`config.mk`:
```
export PLATFORM = sky130hd
export DESIGN_NAME = rc4_stream_cipher
export DESIGN_NICKNAME = d
export VERILOG_FILES = /design/src/hw/rtl/rc4_pkg.sv /design/src/hw/rtl/rc4_ram.sv /design/src/hw/rtl/rc4_ctrl.sv /design/src/hw/rtl/rc4_dpath.sv /design/src/hw/rtl/rc4_stream_cipher.sv
export SDC_FILE = /design/constraint.sdc
export NUM_CORES = 2
export LEC_CHECK = 0
export ABC_AREA = 1
export BUFFER_PORTS_ARGS = -buffer_cell sky130_fd_sc_hd__buf_2
export CAP_MARGIN = 20
export CORE_UTILIZATION = 40
export DETAILED_ROUTE_END_ITERATION = 8
export PLACE_DENSITY_LB_ADDON = 0.08
export REMOVE_ABC_BUFFERS = 1
export SLEW_MARGIN = 0
export SYNTH_ARGS = -nofsm -noshare
export SYNTH_HDL_FRONTEND = slang
export SYNTH_SLANG_ARGS = --single-unit
```
`constraint.sdc`:
```
create_clock -name i_clk -period 7.45 [get_ports i_clk]
set_clock_uncertainty 0.15 [all_clocks]
set_input_delay 0.3725 -clock i_clk [delete_from_list [all_inputs] [get_ports i_clk]]
set_output_delay 0.3725 -clock i_clk [all_outputs]
set_load 0.02 [all_outputs]
```
`src/hw/rtl/rc4_pkg.sv`:
```
// ----------------------------------------------------------------------------
// rc4_pkg
// Shared constants, controller states and the command and status types that
// join the RC4 controller to its datapath.
// ----------------------------------------------------------------------------
`timescale 1ns / 1ps

package rc4_pkg;

    localparam int BYTE_W     = 8;
    localparam int PERM_DEPTH = 256;
    localparam int PERM_AW    = $clog2(PERM_DEPTH);
    localparam int KEY_DEPTH  = 256;
    localparam int KEY_AW     = (KEY_DEPTH > 1) ? $clog2(KEY_DEPTH) : 1;
    localparam int KEY_LW     = $clog2(KEY_DEPTH + 1);

    typedef enum logic [3:0] {
        ST_RST_FILL,
        ST_IDLE,
        ST_KEY_FILL,
        ST_KRD_N,
        ST_KRD_J,
        ST_KWR_J,
        ST_KWR_N,
        ST_DRD_J,
        ST_DWR_J,
        ST_DWR_I
    } t_state;

    typedef enum logic [3:0] {
        OP_IDLE,
        OP_FILL,
        OP_KSA_RD_N,
        OP_KSA_RD_J,
        OP_KSA_WR_J,
        OP_KSA_WR_N,
        OP_GEN_RD_J,
        OP_GEN_WR_J,
        OP_GEN_WR_I
    } t_dp_op;

    typedef struct packed {
        t_dp_op op;
        logic   accept;
        logic   load_out;
    } t_dp_cmd;

    typedef struct packed {
        logic n_last;
        logic out_free;
    } t_dp_stat;

endpackage

```
`src/hw/rtl/rc4_ram.sv`:
```
// ----------------------------------------------------------------------------
// rc4_ram
// Generic single write port, single read port memory with registered read.
// ----------------------------------------------------------------------------
`timescale 1ns / 1ps

module rc4_ram #(
    parameter int WIDTH = 8,
    parameter int DEPTH = 256,
    parameter int AW    = (DEPTH > 1) ? $clog2(DEPTH) : 1
) (
    input  logic             i_clk,
    input  logic             i_we,
    input  logic [AW-1:0]    i_waddr,
    input  logic [WIDTH-1:0] i_wdata,
    input  logic [AW-1:0]    i_raddr,
    output logic [WIDTH-1:0] o_rdata
);

    logic [WIDTH-1:0] r_mem [DEPTH];
    logic [WIDTH-1:0] r_rdata;

    always_ff @(posedge i_clk) begin
        if (i_we) begin
            r_mem[i_waddr] <= i_wdata;
        end
        r_rdata <= r_mem[i_raddr];
    end

    assign o_rdata = r_rdata;

endmodule

```
`src/hw/rtl/rc4_ctrl.sv`:
```
// ----------------------------------------------------------------------------
// rc4_ctrl
// Sequencer for the identity fill, key scheduling and keystream generation.
// ----------------------------------------------------------------------------
`timescale 1ns / 1ps

module rc4_ctrl (
    input  logic              i_clk,
    input  logic              i_rst_n,
    input  logic              i_in_valid,
    input  logic              i_mode,
    input  logic              i_last,
    input  rc4_pkg::t_dp_stat i_stat,
    output rc4_pkg::t_dp_cmd  o_cmd,
    output logic              o_in_stall
);

    import rc4_pkg::*;

    t_state r_state;
    t_state n_state;

    always_ff @(posedge i_clk) begin
        if (!i_rst_n) begin
            r_state <= ST_RST_FILL;
        end else begin
            r_state <= n_state;
        end
    end

    always_comb begin
        n_state = r_state;
        unique case (r_state)
            ST_RST_FILL: if (i_stat.n_last) n_state = ST_IDLE;
            ST_KEY_FILL: if (i_stat.n_last) n_state = ST_KRD_N;
            ST_IDLE: begin
                if (i_in_valid) begin
                    if (i_mode) begin
                        n_state = ST_DRD_J;
                    end else if (i_last) begin
                        n_state = ST_KEY_FILL;
                    end
                end
            end
            ST_KRD_N: n_state = ST_KRD_J;
            ST_KRD_J: n_state = ST_KWR_J;
            ST_KWR_J: n_state = ST_KWR_N;
            ST_KWR_N: n_state = i_stat.n_last ? ST_IDLE : ST_KRD_J;
            ST_DRD_J: n_state = ST_DWR_J;
            ST_DWR_J: n_state = ST_DWR_I;
            ST_DWR_I: if (i_stat.out_free) n_state = ST_IDLE;
            default:  n_state = ST_RST_FILL;
        endcase
    end

    always_comb begin
        o_cmd          = '0;
        o_cmd.op       = OP_IDLE;
        o_in_stall     = 1'b1;
        unique case (r_state) inside
            ST_RST_FILL,
            ST_KEY_FILL: o_cmd.op = OP_FILL;
            ST_IDLE: begin
                o_in_stall   = 1'b0;
                o_cmd.accept = i_in_valid;
            end
            ST_KRD_N: o_cmd.op = OP_KSA_RD_N;
            ST_KRD_J: o_cmd.op = OP_KSA_RD_J;
            ST_KWR_J: o_cmd.op = OP_KSA_WR_J;
            ST_KWR_N: o_cmd.op = OP_KSA_WR_N;
            ST_DRD_J: o_cmd.op = OP_GEN_RD_J;
            ST_DWR_J: o_cmd.op = OP_GEN_WR_J;
            ST_DWR_I: begin
                o_cmd.op       = OP_GEN_WR_I;
                o_cmd.load_out = i_stat.out_free;
            end
            default: o_cmd.op = OP_IDLE;
        endcase
    end

endmodule

```
`src/hw/rtl/rc4_dpath.sv`:
```
// ----------------------------------------------------------------------------
// rc4_dpath
// Permutation and key memories, indices, swap registers and output register.
// ----------------------------------------------------------------------------
`timescale 1ns / 1ps

module rc4_dpath (
    input  logic                       i_clk,
    input  logic                       i_rst_n,
    input  rc4_pkg::t_dp_cmd           i_cmd,
    output rc4_pkg::t_dp_stat          o_stat,
    input  logic                       i_mode,
    input  logic [rc4_pkg::BYTE_W-1:0] i_data_byte,
    input  logic                       i_last,
    output logic                       o_out_valid,
    input  logic                       i_out_stall,
    output logic [rc4_pkg::BYTE_W-1:0] o_out_byte,
    output logic                       o_out_last
);

    import rc4_pkg::*;

    logic [PERM_AW-1:0] r_n,   n_n;
    logic [PERM_AW-1:0] r_i,   n_i;
    logic [PERM_AW-1:0] r_j,   n_j;
    logic [KEY_AW-1:0]  r_kpos, n_kpos;
    logic [KEY_LW-1:0]  r_key_len, n_key_len;
    logic [BYTE_W-1:0]  r_si,  n_si;
    logic [BYTE_W-1:0]  r_sj,  n_sj;
    logic [BYTE_W-1:0]  r_in_byte, n_in_byte;
    logic               r_in_last, n_in_last;
    logic               r_out_valid, n_out_valid;
    logic [BYTE_W-1:0]  r_out_byte, n_out_byte;
    logic               r_out_last, n_out_last;

    logic               perm_we;
    logic [PERM_AW-1:0] perm_waddr;
    logic [BYTE_W-1:0]  perm_wdata;
    logic [PERM_AW-1:0] perm_raddr;
    logic [BYTE_W-1:0]  perm_rdata;

    logic               key_we;
    logic [BYTE_W-1:0]  key_rdata;
    logic               key_room;

    logic [PERM_AW-1:0] j_ksa;
    logic [PERM_AW-1:0] j_gen;
    logic [PERM_AW-1:0] t_idx;
    logic [KEY_LW-1:0]  kpos_inc;
    logic [BYTE_W-1:0]  ks_byte;
    logic               out_free;

    rc4_ram #(
        .WIDTH (BYTE_W),
        .DEPTH (PERM_DEPTH)
    ) u_perm_ram (
        .i_clk   (i_clk),
        .i_we    (perm_we),
        .i_waddr (perm_waddr),
        .i_wdata (perm_wdata),
        .i_raddr (perm_raddr),
        .o_rdata (perm_rdata)
    );

    rc4_ram #(
        .WIDTH (BYTE_W),
        .DEPTH (KEY_DEPTH)
    ) u_key_ram (
        .i_clk   (i_clk),
        .i_we    (key_we),
        .i_waddr (r_key_len[KEY_AW-1:0]),
        .i_wdata (i_data_byte),
        .i_raddr (r_kpos),
        .o_rdata (key_rdata)
    );

    assign key_room = (r_key_len < KEY_LW'(KEY_DEPTH));
    assign key_we   = i_cmd.accept & ~i_mode & key_room;

    assign j_ksa    = r_j + perm_rdata + key_rdata;
    assign j_gen    = r_j + perm_rdata;
    assign t_idx    = r_si + r_sj;
    assign kpos_inc = KEY_LW'(r_kpos) + KEY_LW'(1);
    assign out_free = ~r_out_valid | ~i_out_stall;

    // The swap is still in flight when S[S[i] + S[j]] is read, so the two swapped
    // entries are taken from the swap registers.
    always_comb begin
        if (t_idx == r_j) begin
            ks_byte = r_si;
        end else if (t_idx == r_i) begin
            ks_byte = r_sj;
        end else begin
            ks_byte = perm_rdata;
        end
    end

    always_comb begin
        n_n         = r_n;
        n_i         = r_i;
        n_j         = r_j;
        n_kpos      = r_kpos;
        n_key_len   = r_key_len;
        n_si        = r_si;
        n_sj        = r_sj;
        n_in_byte   = r_in_byte;
        n_in_last   = r_in_last;
        n_out_byte  = r_out_byte;
        n_out_last  = r_out_last;
        n_out_valid = r_out_valid & i_out_stall;
        perm_we     = 1'b0;
        perm_waddr  = r_n;
        perm_wdata  = r_sj;
        perm_raddr  = r_i + PERM_AW'(1);

        case (i_cmd.op)
            OP_IDLE: begin
                if (i_cmd.accept) begin
                    if (i_mode) begin
                        n_i       = r_i + PERM_AW'(1);
                        n_in_byte = i_data_byte;
                        n_in_last = i_last;
                    end else begin
                        if (key_room) begin
                            n_key_len = r_key_len + KEY_LW'(1);
                        end
                        if (i_last) begin
                            n_j    = '0;
                            n_kpos = '0;
                        end
                    end
                end
            end
            OP_FILL: begin
                perm_we    = 1'b1;
                perm_wdata = BYTE_W'(r_n);
                n_n        = r_n + PERM_AW'(1);
            end
            OP_KSA_RD_N: begin
                perm_raddr = r_n;
            end
            OP_KSA_RD_J: begin
                n_si       = perm_rdata;
                n_j        = j_ksa;
                perm_raddr = j_ksa;
                n_kpos     = (kpos_inc >= r_key_len) ? '0 : kpos_inc[KEY_AW-1:0];
            end
            OP_KSA_WR_J: begin
                n_sj       = perm_rdata;
                perm_we    = 1'b1;
                perm_waddr = r_j;
                perm_wdata = r_si;
            end
            OP_KSA_WR_N: begin
                perm_we    = 1'b1;
                perm_waddr = r_n;
                perm_wdata = r_sj;
                perm_raddr = r_n + PERM_AW'(1);
                n_n        = r_n + PERM_AW'(1);
                if (o_stat.n_last) begin
                    n_i       = '0;
                    n_j       = '0;
                    n_key_len = '0;
                end
            end
            OP_GEN_RD_J: begin
                n_si       = perm_rdata;
                n_j        = j_gen;
                perm_raddr = j_gen;
            end
            OP_GEN_WR_J: begin
                n_sj       = perm_rdata;
                perm_we    = 1'b1;
                perm_waddr = r_j;
                perm_wdata = r_si;
                perm_raddr = r_si + perm_rdata;
            end
            OP_GEN_WR_I: begin
                perm_we    = 1'b1;
                perm_waddr = r_i;
                perm_wdata = r_sj;
                perm_raddr = t_idx;
                if (i_cmd.load_out) begin
                    n_out_valid = 1'b1;
                    n_out_byte  = r_in_byte ^ ks_byte;
                    n_out_last  = r_in_last;
                end
            end
            default: begin
                perm_we = 1'b0;
            end
        endcase
    end

    always_ff @(posedge i_clk) begin
        if (!i_rst_n) begin
            r_n         <= '0;
            r_i         <= '0;
            r_j         <= '0;
            r_kpos      <= '0;
            r_key_len   <= '0;
            r_out_valid <= 1'b0;
        end else begin
            r_n         <= n_n;
            r_i         <= n_i;
            r_j         <= n_j;
            r_kpos      <= n_kpos;
            r_key_len   <= n_key_len;
            r_out_valid <= n_out_valid;
        end
    end

    always_ff @(posedge i_clk) begin
        r_si       <= n_si;
        r_sj       <= n_sj;
        r_in_byte  <= n_in_byte;
        r_in_last  <= n_in_last;
        r_out_byte <= n_out_byte;
        r_out_last <= n_out_last;
    end

    assign o_stat.n_last   = (r_n == {PERM_AW{1'b1}});
    assign o_stat.out_free = out_free;

    assign o_out_valid = r_out_valid;
    assign o_out_byte  = r_out_byte;
    assign o_out_last  = r_out_last;

endmodule

```
`src/hw/rtl/rc4_stream_cipher.sv`:
```
// ----------------------------------------------------------------------------
// rc4_stream_cipher: one data item at a time, input stalled until its result is loaded.
// Each data item: accept, then the dependent S[j] and S[S[i]+S[j]] reads, with
// the two swap writes sharing the single S-box write port.
// Key byte written on accept; last key byte adds the 256-entry fill and key scheduling.
// Sync reset: identity fill of all 256 S-box entries, input stalled meanwhile.
// ----------------------------------------------------------------------------
`timescale 1ns / 1ps

module rc4_stream_cipher (
    input  logic                       i_clk,
    input  logic                       i_rst_n,
    input  logic                       i_in_valid,
    output logic                       o_in_stall,
    input  logic                       i_mode,
    input  logic [rc4_pkg::BYTE_W-1:0] i_data_byte,
    input  logic                       i_last,
    output logic                       o_out_valid,
    input  logic                       i_out_stall,
    output logic [rc4_pkg::BYTE_W-1:0] o_out_byte,
    output logic                       o_out_last
);

    import rc4_pkg::*;

    // The block holds the RC4 permutation (S-box) in a 256 x 8 memory with one
    // write port and one registered read port, and the key in a second memory
    // of the same shape. Both are instances of the generic RAM.
    //
    // A key item (mode low) is written into the key memory in the cycle it is
    // accepted, as long as the key memory still has room; later key bytes are
    // dropped. The key item marked last starts key scheduling: the S-box is
    // refilled with the identity, one entry per cycle, and then the 256 swap
    // steps run, reading S[j] and writing S[j] and S[n]. Then both indices and
    // the key length return to zero, so the next key item begins a new key.
    //
    // A data item (mode high) steps the keystream generator. The read of
    // S[i+1] is issued while the block waits, so the item needs only two more
    // dependent reads, and the two swap writes share the single write port.
    // The final read of S[S[i]+S[j]] overlaps the swap; the datapath takes the
    // two swapped entries from its own registers when that address hits them.
    //
    // The result sits in an output register. The block goes back to accepting
    // items as soon as the result is loaded; if an earlier result has not been
    // taken yet, the item waits in its last step until the register is free.

    t_dp_cmd  dp_cmd;
    t_dp_stat dp_stat;

    rc4_ctrl u_ctrl (
        .i_clk      (i_clk),
        .i_rst_n    (i_rst_n),
        .i_in_valid (i_in_valid),
        .i_mode     (i_mode),
        .i_last     (i_last),
        .i_stat     (dp_stat),
        .o_cmd      (dp_cmd),
        .o_in_stall (o_in_stall)
    );

    rc4_dpath u_dpath (
        .i_clk       (i_clk),
        .i_rst_n     (i_rst_n),
        .i_cmd       (dp_cmd),
        .o_stat      (dp_stat),
        .i_mode      (i_mode),
        .i_data_byte (i_data_byte),
        .i_last      (i_last),
        .o_out_valid (o_out_valid),
        .i_out_stall (i_out_stall),
        .o_out_byte  (o_out_byte),
        .o_out_last  (o_out_last)
    );

endmodule

```
==> metrics.json <==
{
  "ctsHtreeMaxLevel": {"value": 5},
  "async_flop_share": {"value": 0},
  "dr.first_iter.drc_count": {"value": 11382},
  "holdCritPathClass": {"value": "in -> reg"},
  "critical_path.endpoint_type": {"value": "register"},
  "p_leak": {"value": 67.7, "unit": "nW"},
  "final_util": {"value": 0.448},
  "cts.repair.resized": {"value": 0},
  "cp.arrival": {"value": 6.85, "unit": "ns"},
  "synthCells": {"value": 14810},
  "placementRows": {"value": 243},
  "cpMostUsedCell": {"value": "sky130_fd_sc_hd__nand3_1"},
  "synth_top_flop_cell": {"value": "sky130_fd_sc_hd__edfxtp_1"},
  "postCtsSetupRepairBufs": {"value": 0},
  "cpMaxStageDelayCell": {"value": "sky130_fd_sc_hd__dfxtp_1"},
  "remaining_drc_errors": {"value": 0},
  "critical_path.max_stage_delay": {"value": 0.60, "unit": "ns"},
  "core_region_area": {"value": 438000, "unit": "µm²"},
  "ctsLongestPathBuffers": {"value": 4},
  "rsz0062_at_grt": {"value": "no"},
  "number_of_port_buffers": {"value": 24},
  "yosysSeqAreaShare": {"value": 0.711},
  "crit_family": {"value": "simple AND/OR/NAND/NOR gates"},
  "cts_tree": {"value": "yes"},
  "finish.net_count": {"value": 14540},
  "layout.cells.most_common": {"value": "sky130_fd_sc_hd__edfxtp_1"},
  "status": {"value": "complete, no violations"},
  "largest_net_degree_at_the_start_of_global_routing": {"value": 203},
  "fp.dieH": {"value": 666, "unit": "µm"},
  "route.antenna.remaining_nets": {"value": 0},
  "worst-path-max-fanout": {"value": 138},
  "root_buffer": {"value": "sky130_fd_sc_hd__clkbuf_16"},
  "wl_per_cell": {"value": 27.1, "unit": "µm"},
  "grt_remaining_overflow": {"value": 0},
  "grtUsageTotal": {"value": 0.247},
  "ff2ff_path_depth": {"value": 17},
  "highest_ir_drop_seen_on_vdd": {"value": 0.000193, "unit": "V"},
  "finalWorstPathRequiredPeriod": {"value": 6.08, "unit": "ns"},
  "yosys_warnings": {"value": 0},
  "final-setup-viol-count": {"value": 0},
  "effective_utilization_at_floorplan": {"value": 0.402},
  "period_share": {"value": 0.817},
  "post_synth_num_cell_types": {"value": 49},
  "path_class": {"value": "reg -> reg"},
  "dp_hpwl": {"value": 316, "unit": "mm"},
  "fillers": {"value": 40046},
  "vias": {"value": 116157},
  "grt_pass1_wl": {"value": 810, "unit": "mm"},
  "max-cap-violations": {"value": 0},
  "crit_buf_inv": {"value": 3},
  "grt_antenna_before_repair": {"value": 12},
  "worst_skew_pair.late_latency": {"value": 1.02, "unit": "ns"},
  "element_type_at_the_critical_path_start": {"value": "register"},
  "firstDrtPassIters": {"value": 8},
  "hold_buffers": {"value": 17},
  "fp.dieArea": {"value": 443000, "unit": "µm²"},
  "total_power_draw": {"value": 0.0481, "unit": "W"},
  "post-place-cells": {"value": 19884},
  "maxSlewViolCount": {"value": 0},
  "power_per_cell_area": {"value": 245, "unit": "nW/µm²"},
  "timing.critical_path.required": {"value": 8.21, "unit": "ns"},
  "critical_path_depth": {"value": 17},
  "setup_total_negative_slack": {"value": 0, "unit": "ns"},
  "maxSlewHeadroom": {"value": 0.120},
  "worstPathCellList": {"value": "inv_1, fa_1, fa_1, o21ai_1, nor2_1, nand2_1, nand2_8, inv_16, buf_12, nand3_1, nand3_1, nand3_1, nand3_1, nand3_1, nand3_1, nand3_1, nand2_1"},
  "top_level_ports": {"value": 25},
  "clk_pin_slew": {"value": 0.06, "unit": "ns"},
  "first_global_vias": {"value": 113680},
  "globalplace.congestion": {"value": 0.866},
  "post_layout_nonfiller_instances": {"value": 20741},
  "whs_path_depth": {"value": 2},
  "synth-seq-cells": {"value": 4192},
  "post_syn_area_per_cell": {"value": 11.9, "unit": "µm²"},
  "detail_route.vias_per_cell": {"value": 5.60},
  "max_clock_freq": {"value": 164, "unit": "MHz"},
  "hold-worst-slack": {"value": 0.179, "unit": "ns"},
  "wirelength": {"value": 561, "unit": "mm"},
  "synthesis.area": {"value": 176000, "unit": "µm²"},
  "drive_above_1_share": {"value": 0.0628},
  "mostFrequentLayoutCells": {"value": "4130 x sky130_fd_sc_hd__edfxtp_1, 2221 x sky130_fd_sc_hd__nand3_1, 2101 x sky130_fd_sc_hd__nand2_1"},
  "max_slew.worst_pin.slew": {"value": 1.32, "unit": "ns"},
  "clkSinkCount": {"value": 4192},
  "synth-edff-count": {"value": 4130},
  "cts-buffers-inserted": {"value": 454},
  "area_delta_synth_final": {"value": 11.4, "unit": "%"},
  "timing_hold_violations_final": {"value": 0},
  "die_w": {"value": 666, "unit": "µm"}
}
registers in the layout, summed over array words and instances, names as in the netlist:
name,flops
u_dpath.u_perm_ram.r_mem,2048
u_dpath.u_key_ram.r_mem,2048
u_dpath.r_i,8
u_dpath.r_sj,8
u_dpath.u_key_ram.o_rdata,8
u_ctrl.r_state,4
u_dpath.o_out_last,1
u_dpath.r_si,8
u_dpath.u_perm_ram.o_rdata,8
u_dpath.o_out_valid,1
u_dpath.r_key_len,9
u_dpath.r_n,8
u_dpath.r_kpos,8
u_dpath.r_j,8
u_dpath.r_in_byte,8
u_dpath.o_out_byte,8
u_dpath.r_in_last,1
cells in the mapped netlist (8+ instances only):
cell	number	area (µm²)
sky130_fd_sc_hd__nand4_1	19	119
sky130_fd_sc_hd__edfxtp_1	4130	124000
sky130_fd_sc_hd__dfxtp_1	62	1240
sky130_fd_sc_hd__nor2_1	1493	5600
sky130_fd_sc_hd__nor3_1	21	105
sky130_fd_sc_hd__o211ai_1	172	1290
sky130_fd_sc_hd__o221ai_1	395	3460
sky130_fd_sc_hd__buf_2	379	1900
sky130_fd_sc_hd__a22oi_1	15	113
sky130_fd_sc_hd__buf_4	14	105
sky130_fd_sc_hd__o21ai_0	949	4750
sky130_fd_sc_hd__clkbuf_1	558	2090
sky130_fd_sc_hd__nand3_1	2229	11200
sky130_fd_sc_hd__nand2_1	2130	8000
sky130_fd_sc_hd__a21o_1	10	75.1
sky130_fd_sc_hd__buf_1	79	297
sky130_fd_sc_hd__ha_1	44	551
sky130_fd_sc_hd__a2bb2oi_1	21	184
sky130_fd_sc_hd__nand3b_1	579	4350
sky130_fd_sc_hd__xnor2_1	8	70.1
sky130_fd_sc_hd__inv_2	17	63.8
sky130_fd_sc_hd__a211oi_1	59	443
sky130_fd_sc_hd__o22ai_1	74	463
sky130_fd_sc_hd__xor2_1	28	245
sky130_fd_sc_hd__inv_1	1097	4120
sky130_fd_sc_hd__a21oi_1	162	811
area by class of cell:
| type | count | area, µm² | share of cell area |
|---|---|---|---|
| sequential | 4192 | 125000 | 0.638 |
| multi-input combinational | 8468 | 42600 | 0.217 |
| clock buffer | 574 | 12100 | 0.0615 |
| tap | 5880 | 7360 | 0.0375 |
| inverter | 1120 | 4250 | 0.0217 |
| timing repair buffer | 242 | 2680 | 0.0136 |
| clock inverter | 260 | 1970 | 0.0100 |
| antenna | 5 | 12.5 | 0.0000638 |
kinds of logic (layout without fill, tap and decap cells):
kind of cell	Yosys count	in the layout	synth area share
muxes	5	5	0.000284
buffers and inverters	2150	2196	0.0488
and+or+nand+nor	6490	6490	0.167
DFF	4192	4192	0.711
AOI/OAI and AO/OA	1889	1889	0.0672
xor gates and xnor gates	36	36	0.00179
adders and majority gates	48	48	0.00358
other	0	5	0
through the flow:
stage | cell area [µm²] | worst slack (ns)
6_report | 196000 | 1.37
3_3_place_gp | 182000 | 1.51
5_1_grt | 196000 | 1.23
2_1_floorplan | 172000 | -55.21
3_5_place_dp | 182000 | 1.51
4_1_cts | 196000 | 1.48
power breakdown:
group / switching, W / internal, W / leakage (nW)
Sequential: 0.0000306 / 0.0259 / 38.0
Combinational: 0.000577 / 0.0000860 / 22.8
Clock: 0.00935 / 0.0122 / 6.87
Total: 0.00996 / 0.0382 / 67.7
routing by layer:
layer / routed length (µm) / global-route usage
met1: 234000 / 0.327
met3: 32400 / 0.0306
met4: 24300 / 0.0979
met5: 13 / 0
met2: 271000 / 0.414
final timing paths:
| check | startpoint | slack (ns) | to |
|---|---|---|---|
| worst max-delay path | u_dpath.u_perm_ram.o_rdata[1] | 1.37 | u_dpath.u_perm_ram.o_rdata[1] |
| worst min-delay path | i_data_byte[0] | 0.18 | u_dpath.u_key_ram.r_mem[252][0] |
| worst max register to register | u_dpath.u_perm_ram.o_rdata[1] | 1.37 | u_dpath.u_perm_ram.o_rdata[1] |
| worst min register to register | u_dpath.r_in_last | 0.28 | u_dpath.o_out_last |
(Power assumes the default switching activity.)
